**src/rtl/vertex_tuple_dedup_indexer_unit_macros.svh**
```systemverilog
// Assertion macros shared by the vertex tuple dedup indexer RTL.
// No dependencies; included by the files that carry assertions.
`ifndef VERTEX_TUPLE_DEDUP_INDEXER_UNIT_MACROS_SVH
`define VERTEX_TUPLE_DEDUP_INDEXER_UNIT_MACROS_SVH

// Check a property on every rising edge outside reset.
`define VTDI_ASSERT(name, clock, reset, prop, msg) \
  name: assert property (@(posedge clock) disable iff (reset) prop) else $error(msg);

// Check a property on every rising edge, reset included.
`define VTDI_ASSERT_ALWAYS(name, clock, prop, msg) \
  name: assert property (@(posedge clock) prop) else $error(msg);

`endif

```
**src/rtl/vtdi_ram.sv**
```systemverilog
// Generic single-write, single-read RAM with registered read data.
// No dependencies; holds the unique tuple table.
module vtdi_ram #(
  parameter int WIDTH = 8,
  parameter int DEPTH = 16
) (
  input  logic                     clk,
  input  logic                     wr_en,
  input  logic [$clog2(DEPTH)-1:0] wr_addr,
  input  logic [WIDTH-1:0]         wr_data,
  input  logic                     rd_en,
  input  logic [$clog2(DEPTH)-1:0] rd_addr,
  output logic [WIDTH-1:0]         rd_data
);

  logic [WIDTH-1:0] mem [DEPTH];

  always_ff @(posedge clk) begin
    if (wr_en) begin
      mem[wr_addr] <= wr_data;
    end
    if (rd_en) begin
      rd_data <= mem[rd_addr];
    end
  end

endmodule

```
**config.mk**
```make
export PLATFORM = sky130hd
export DESIGN_NAME = vtdi_ram
export DESIGN_NICKNAME = d
export VERILOG_FILES = /design/src/rtl/vertex_tuple_dedup_indexer_unit_macros.svh /design/src/rtl/vtdi_ram.sv
export SDC_FILE = /design/constraint.sdc
export NUM_CORES = 1
export LEC_CHECK = 0
export BUFFER_PORTS_ARGS = -buffer_cell sky130_fd_sc_hd__buf_2
export CAP_MARGIN = 15
export CORE_ASPECT_RATIO = 1.4
export CORE_MARGIN = 2
export CORE_UTILIZATION = 35
export CTS_CLUSTER_SIZE = 8
export DETAILED_ROUTE_END_ITERATION = 12
export GPL_ROUTABILITY_DRIVEN = 0
export SYNTH_ARGS = -nofsm -noshare
export SYNTH_HDL_FRONTEND = slang
export SYNTH_SLANG_ARGS = --single-unit
```
**constraint.sdc**
```tcl
create_clock -name clk -period 1.7 [get_ports clk]
set_input_delay 0.255 -clock clk [delete_from_list [all_inputs] [get_ports clk]]
set_output_delay 0.255 -clock clk [all_outputs]
set_load 0.005 [all_outputs]
```
# ---- Word-level counts from Yosys, hierarchy flattened
# Memory sizes are Yosys's and may differ from the RTL's. A register that Yosys moved wholly into a read port is not among the register bits.
# Index checks and enable logic that the tools add are counted.
dict set report word_totals {
  reg_bits 0
  mem_count 1
  wordCells 3
  mem_bits_rw 128
}
# memory depth word_bits rd rd_clocked_by_memory_dff wr line
set memory_table {}
lappend memory_table {mem 16 8 1 1 1 vtdi_ram.sv:16} ;# logic [WIDTH-1:0] mem [DEPTH];
dict set report op_classes {
  n_mux 2
}
# cell count
set op_table {}
lappend op_table {{$mux 1} 2}

# ---- Depth between registers and ports, before layout
dict set report depth {
  depth_word 2
  mapped_depth 5
  ltp_nobuf 3
}

# ---- Worst setup path after synthesis
# Ideal clock, no wire load.
dict set report synth_timing {
  path_kind {input to register}
  startpoint {input port wr_addr[2]}
  endpoint {memory mem[0][0], enable pin}
  arrival_time_ns 1.365
  stages 2
  slack_ns -0.048
  t_required_ns 1.317
  cell_sequence {or3b_2 nor3_1}
}
# item line
set synth_rtl {}
lappend synth_rtl {{from (decl)} vtdi_ram.sv:9} ;# input logic [$clog2(DEPTH)-1:0] wr_addr,
lappend synth_rtl {{to (decl)} vtdi_ram.sv:16}
# No word-level cell before the write port.

==> results summary <==
The hold buffer count at CTS is 0. The number of I/O pins is 27. The number of levels the H-tree was split into is 4. The number of nets in the synthesized netlist is 248. The adder-cell share of the synthesized area is 0. The total of warnings raised by yosys came out at 0.

The pin count of the biggest net entering global routing is 33. The worst-case headroom to the max-slew limit came out at 0.719. Once layout is done, the placed cells without fillers occupy 0.00637 sq mm. The share of post-route cells with drive strength above 1 is 0.328. After filler insertion, the fill cell instance count of the layout stands at 1225.

The sequential fraction of the synthesis area came out at 0.781. Of the total synthesized cell area, the portion taken by XOR and XNOR cells is 0. The stage delay of the slowest cell on the critical path came out at 0.53 ns. The final hold violation count came out at 0.

The summed instance area of the synthesized netlist is 0.00523 sq mm. Across every metal layer, demand over resource in global routing totals 0.141. After detailed routing, the number of remaining DRC violations is 0.

Post-CTS timing repair inserted 0 buffers for setup. The placeable core region is 0.0145 sq mm. The number of buffers created by CTS is 17. The largest individual stage delay along the critical path comes from the cell sky130_fd_sc_hd__mux4_1. The worst setup path is launched from a flip-flop.

The worst-skew pair later-pin latency came out at 0.41 ns. The number of inserted diodes came out at 0. The run finished with clean final reports.

The multiplexer area fraction after synthesis came out at 0.148. The total routed wirelength came out at 10.3 mm. The clock period could shrink to 1.47 ns. In this run, post-CTS repair resized a total of 0 instances. The die outline width came out at 107 microns.

The first-pass GRT wire length came out at 15.8 mm. The starting DRC count in detailed routing is 167. Setup repair after global routing left no endpoint under its margin. The effective utilization at floorplan is 0.360. IR analysis of the VDD net gives a maximum drop of 710 uV. The simple-gate share of the synthesized area is 0.0314. The count of nets left with antenna violations once routing finished came out at 0.

The required time at the endpoint of the critical path came out at 1.84 ns. The register bit count reported by yosys is 136. The ratio of routed vias to standard cells came out at 4.98. The tool flagged a number of max-cap violations equal to 0. The maximum clock skew at final layout came out at 0.00630 ns. The worst-case clock buffer depth is 2.

At the end of the flow the core is filled with cells to 0.439. The via count came out at 2445. By area, the combinational part of the netlist is dominated by multiplexers. The count of distinct cell types in the synthesized netlist is 18. Static timing analysis puts the maximum clock frequency at 0.679 GHz. The type of element capturing the critical path is a flip-flop. The path class of the tightest hold or removal check is in2reg. In this run the tool buffered the top-level ports with 26 buffer cells. In this run the power density over the cells is 1260 mW/mm^2.

The completed layout was analyzed and its total power is 0.00803 W. The count of endpoints failing setup in the final report came out at 0. Along the worst path, the maximum fanout reaches 1. The final non-filler cell total came out at 491. The number of antenna violations at the first check in global routing came to 0. The analysis attributes to cell leakage a power of 2.16 nW. The via count of the first global-routing pass came out at 2620.

The post-route worst hold slack is 0.198 ns. The synthesized instance count is 229. In this run the vertical extent of the chip is 149 microns.

After detailed placement, the total cell area comes to 0.00574 sq mm. The slew at the pin closest to its max-slew limit came out at 0.421 ns. The detailed-placement wirelength estimate is 6.60 mm. The number of nets in the layout is 308. The final critical-path share of the clock period came out at 0.866. The clock-pin transition on the worst setup and hold timing paths is 0.06 ns. The data arrival time of the worst path is 1.61 ns.

Summed over all layers, the global routing overflow is 0. The number of placed instances with taps included is 459. The pre-antenna-repair detailed-routing pass consisted of 5 iterations. The clock root buffer master is sky130_fd_sc_hd__clkbuf_16. The floorplan die area is 0.0159 sq mm. The number of sinks handled by clock tree synthesis is 136. The row count is 52. Traced cell by cell, the critical path runs through mux4_1 > a22oi_1 > nand2_1.

Averaged over all synthesized cells, the footprint is 22.8 sq um. The area added between synthesis and finish is 21.9%. The area fraction in compound gates after synthesis came out at 0.0230.

In the final routed layout, each cell accounts on average for 21.0 microns. The final count of pins violating max slew is 0. TritonCTS built the clock tree. The path type of the worst setup path is reg2reg.
-- power by group --
group,internal [W],switching [W]
clock network,0.00258,0.00130
registers,0.00378,0.0000179
logic,0.000158,0.000200
total,0.00651,0.00152
-- layout make-up --
type	instances	area, sq um	share of cell area
clock buffers	17	425	0.0668
clock inverters	15	208	0.0326
multi-input cells	83	1060	0.167
flip-flops and latches	136	4080	0.641
well taps	189	236	0.0371
repair buffers	51	355	0.0558
-- cells in the mapped netlist --
library cell / count / share of area
sky130_fd_sc_hd__a22oi_1: 16 / 0.023
sky130_fd_sc_hd__and2_1: 1 / 0.0012
sky130_fd_sc_hd__and2b_1: 1 / 0.0014
sky130_fd_sc_hd__buf_2: 3 / 0.0029
sky130_fd_sc_hd__buf_4: 1 / 0.0014
sky130_fd_sc_hd__buf_6: 3 / 0.0065
sky130_fd_sc_hd__clkdlybuf4s25_2: 3 / 0.0057
sky130_fd_sc_hd__edfxtp_1: 136 / 0.78
sky130_fd_sc_hd__mux4_1: 14 / 0.070
sky130_fd_sc_hd__mux4_2: 18 / 0.078
sky130_fd_sc_hd__nand2_1: 9 / 0.0065
sky130_fd_sc_hd__nand2b_1: 2 / 0.0024
sky130_fd_sc_hd__nand3_1: 1 / 0.00096
sky130_fd_sc_hd__nand3b_1: 2 / 0.0029
sky130_fd_sc_hd__nor2_1: 13 / 0.0093
sky130_fd_sc_hd__nor2b_1: 1 / 0.0012
sky130_fd_sc_hd__nor3_1: 4 / 0.0038
sky130_fd_sc_hd__or3b_2: 1 / 0.0017
-- placed cells by master (no fill, tap or decap), types with 4 or more instances in the layout --
cell and instances:
sky130_fd_sc_hd__nand2_1 9, sky130_fd_sc_hd__bufinv_16 5, sky130_fd_sc_hd__a22oi_1 16, sky130_fd_sc_hd__clkbuf_16 17, sky130_fd_sc_hd__nor2_1 13, sky130_fd_sc_hd__edfxtp_1 136
sky130_fd_sc_hd__mux4_1 14, sky130_fd_sc_hd__buf_2 26, sky130_fd_sc_hd__mux4_2 18, sky130_fd_sc_hd__clkinv_1 4, sky130_fd_sc_hd__buf_4 22
-- routing by layer --
layer  GRT usage  routed length (microns)
met5           0                        0
met4      0.0604                      158
met3      0.0337                      327
met2       0.239                     5490
met1       0.171                     4320
-- per-stage QoR --
step                worst slack [ns]  TNS (ns)
global route                   0.140         0
CTS                            0.212         0
global placement             -0.0801    -0.341
detailed placement           -0.0714    -0.280
finish                         0.227         0
floorplan                      0.163         0
-- final timing paths --
check	from	end	slack, ns	cells after the start
max	mem[1][2]$_DFFE_PP_	rd_data[2]$_DFFE_PP_	0.23	3
min	rd_en	rd_data[5]$_DFFE_PP_	0.20	1
max reg2reg	mem[1][2]$_DFFE_PP_	rd_data[2]$_DFFE_PP_	0.23	3
min reg2reg	mem[14][5]$_DFFE_PP_	rd_data[5]$_DFFE_PP_	0.75	3
-- sequential cells by signal (all words and copies together) (netlist names) --
register	cells
mem	128
rd_data	8
-- cells by family (layout without fill, tap and decap cells) --
| family | count (synthesis) | in the layout |
|---|---|---|
| AND/OR/NAND/NOR | 35 | 35 |
| buffers and inverters | 10 | 83 |
| flip-flops | 136 | 136 |
| AO/OA/AOI/OAI | 16 | 16 |
| multiplexers | 32 | 32 |
-- worst max-delay path: cells and delay by family (launching register included) --
family          cells  cell delay (ns)
flops               1             0.35
mux                 1             0.53
compound gates      1             0.21
simple gates        1             0.12
Note: power is estimated with default switching activity, not from simulation.
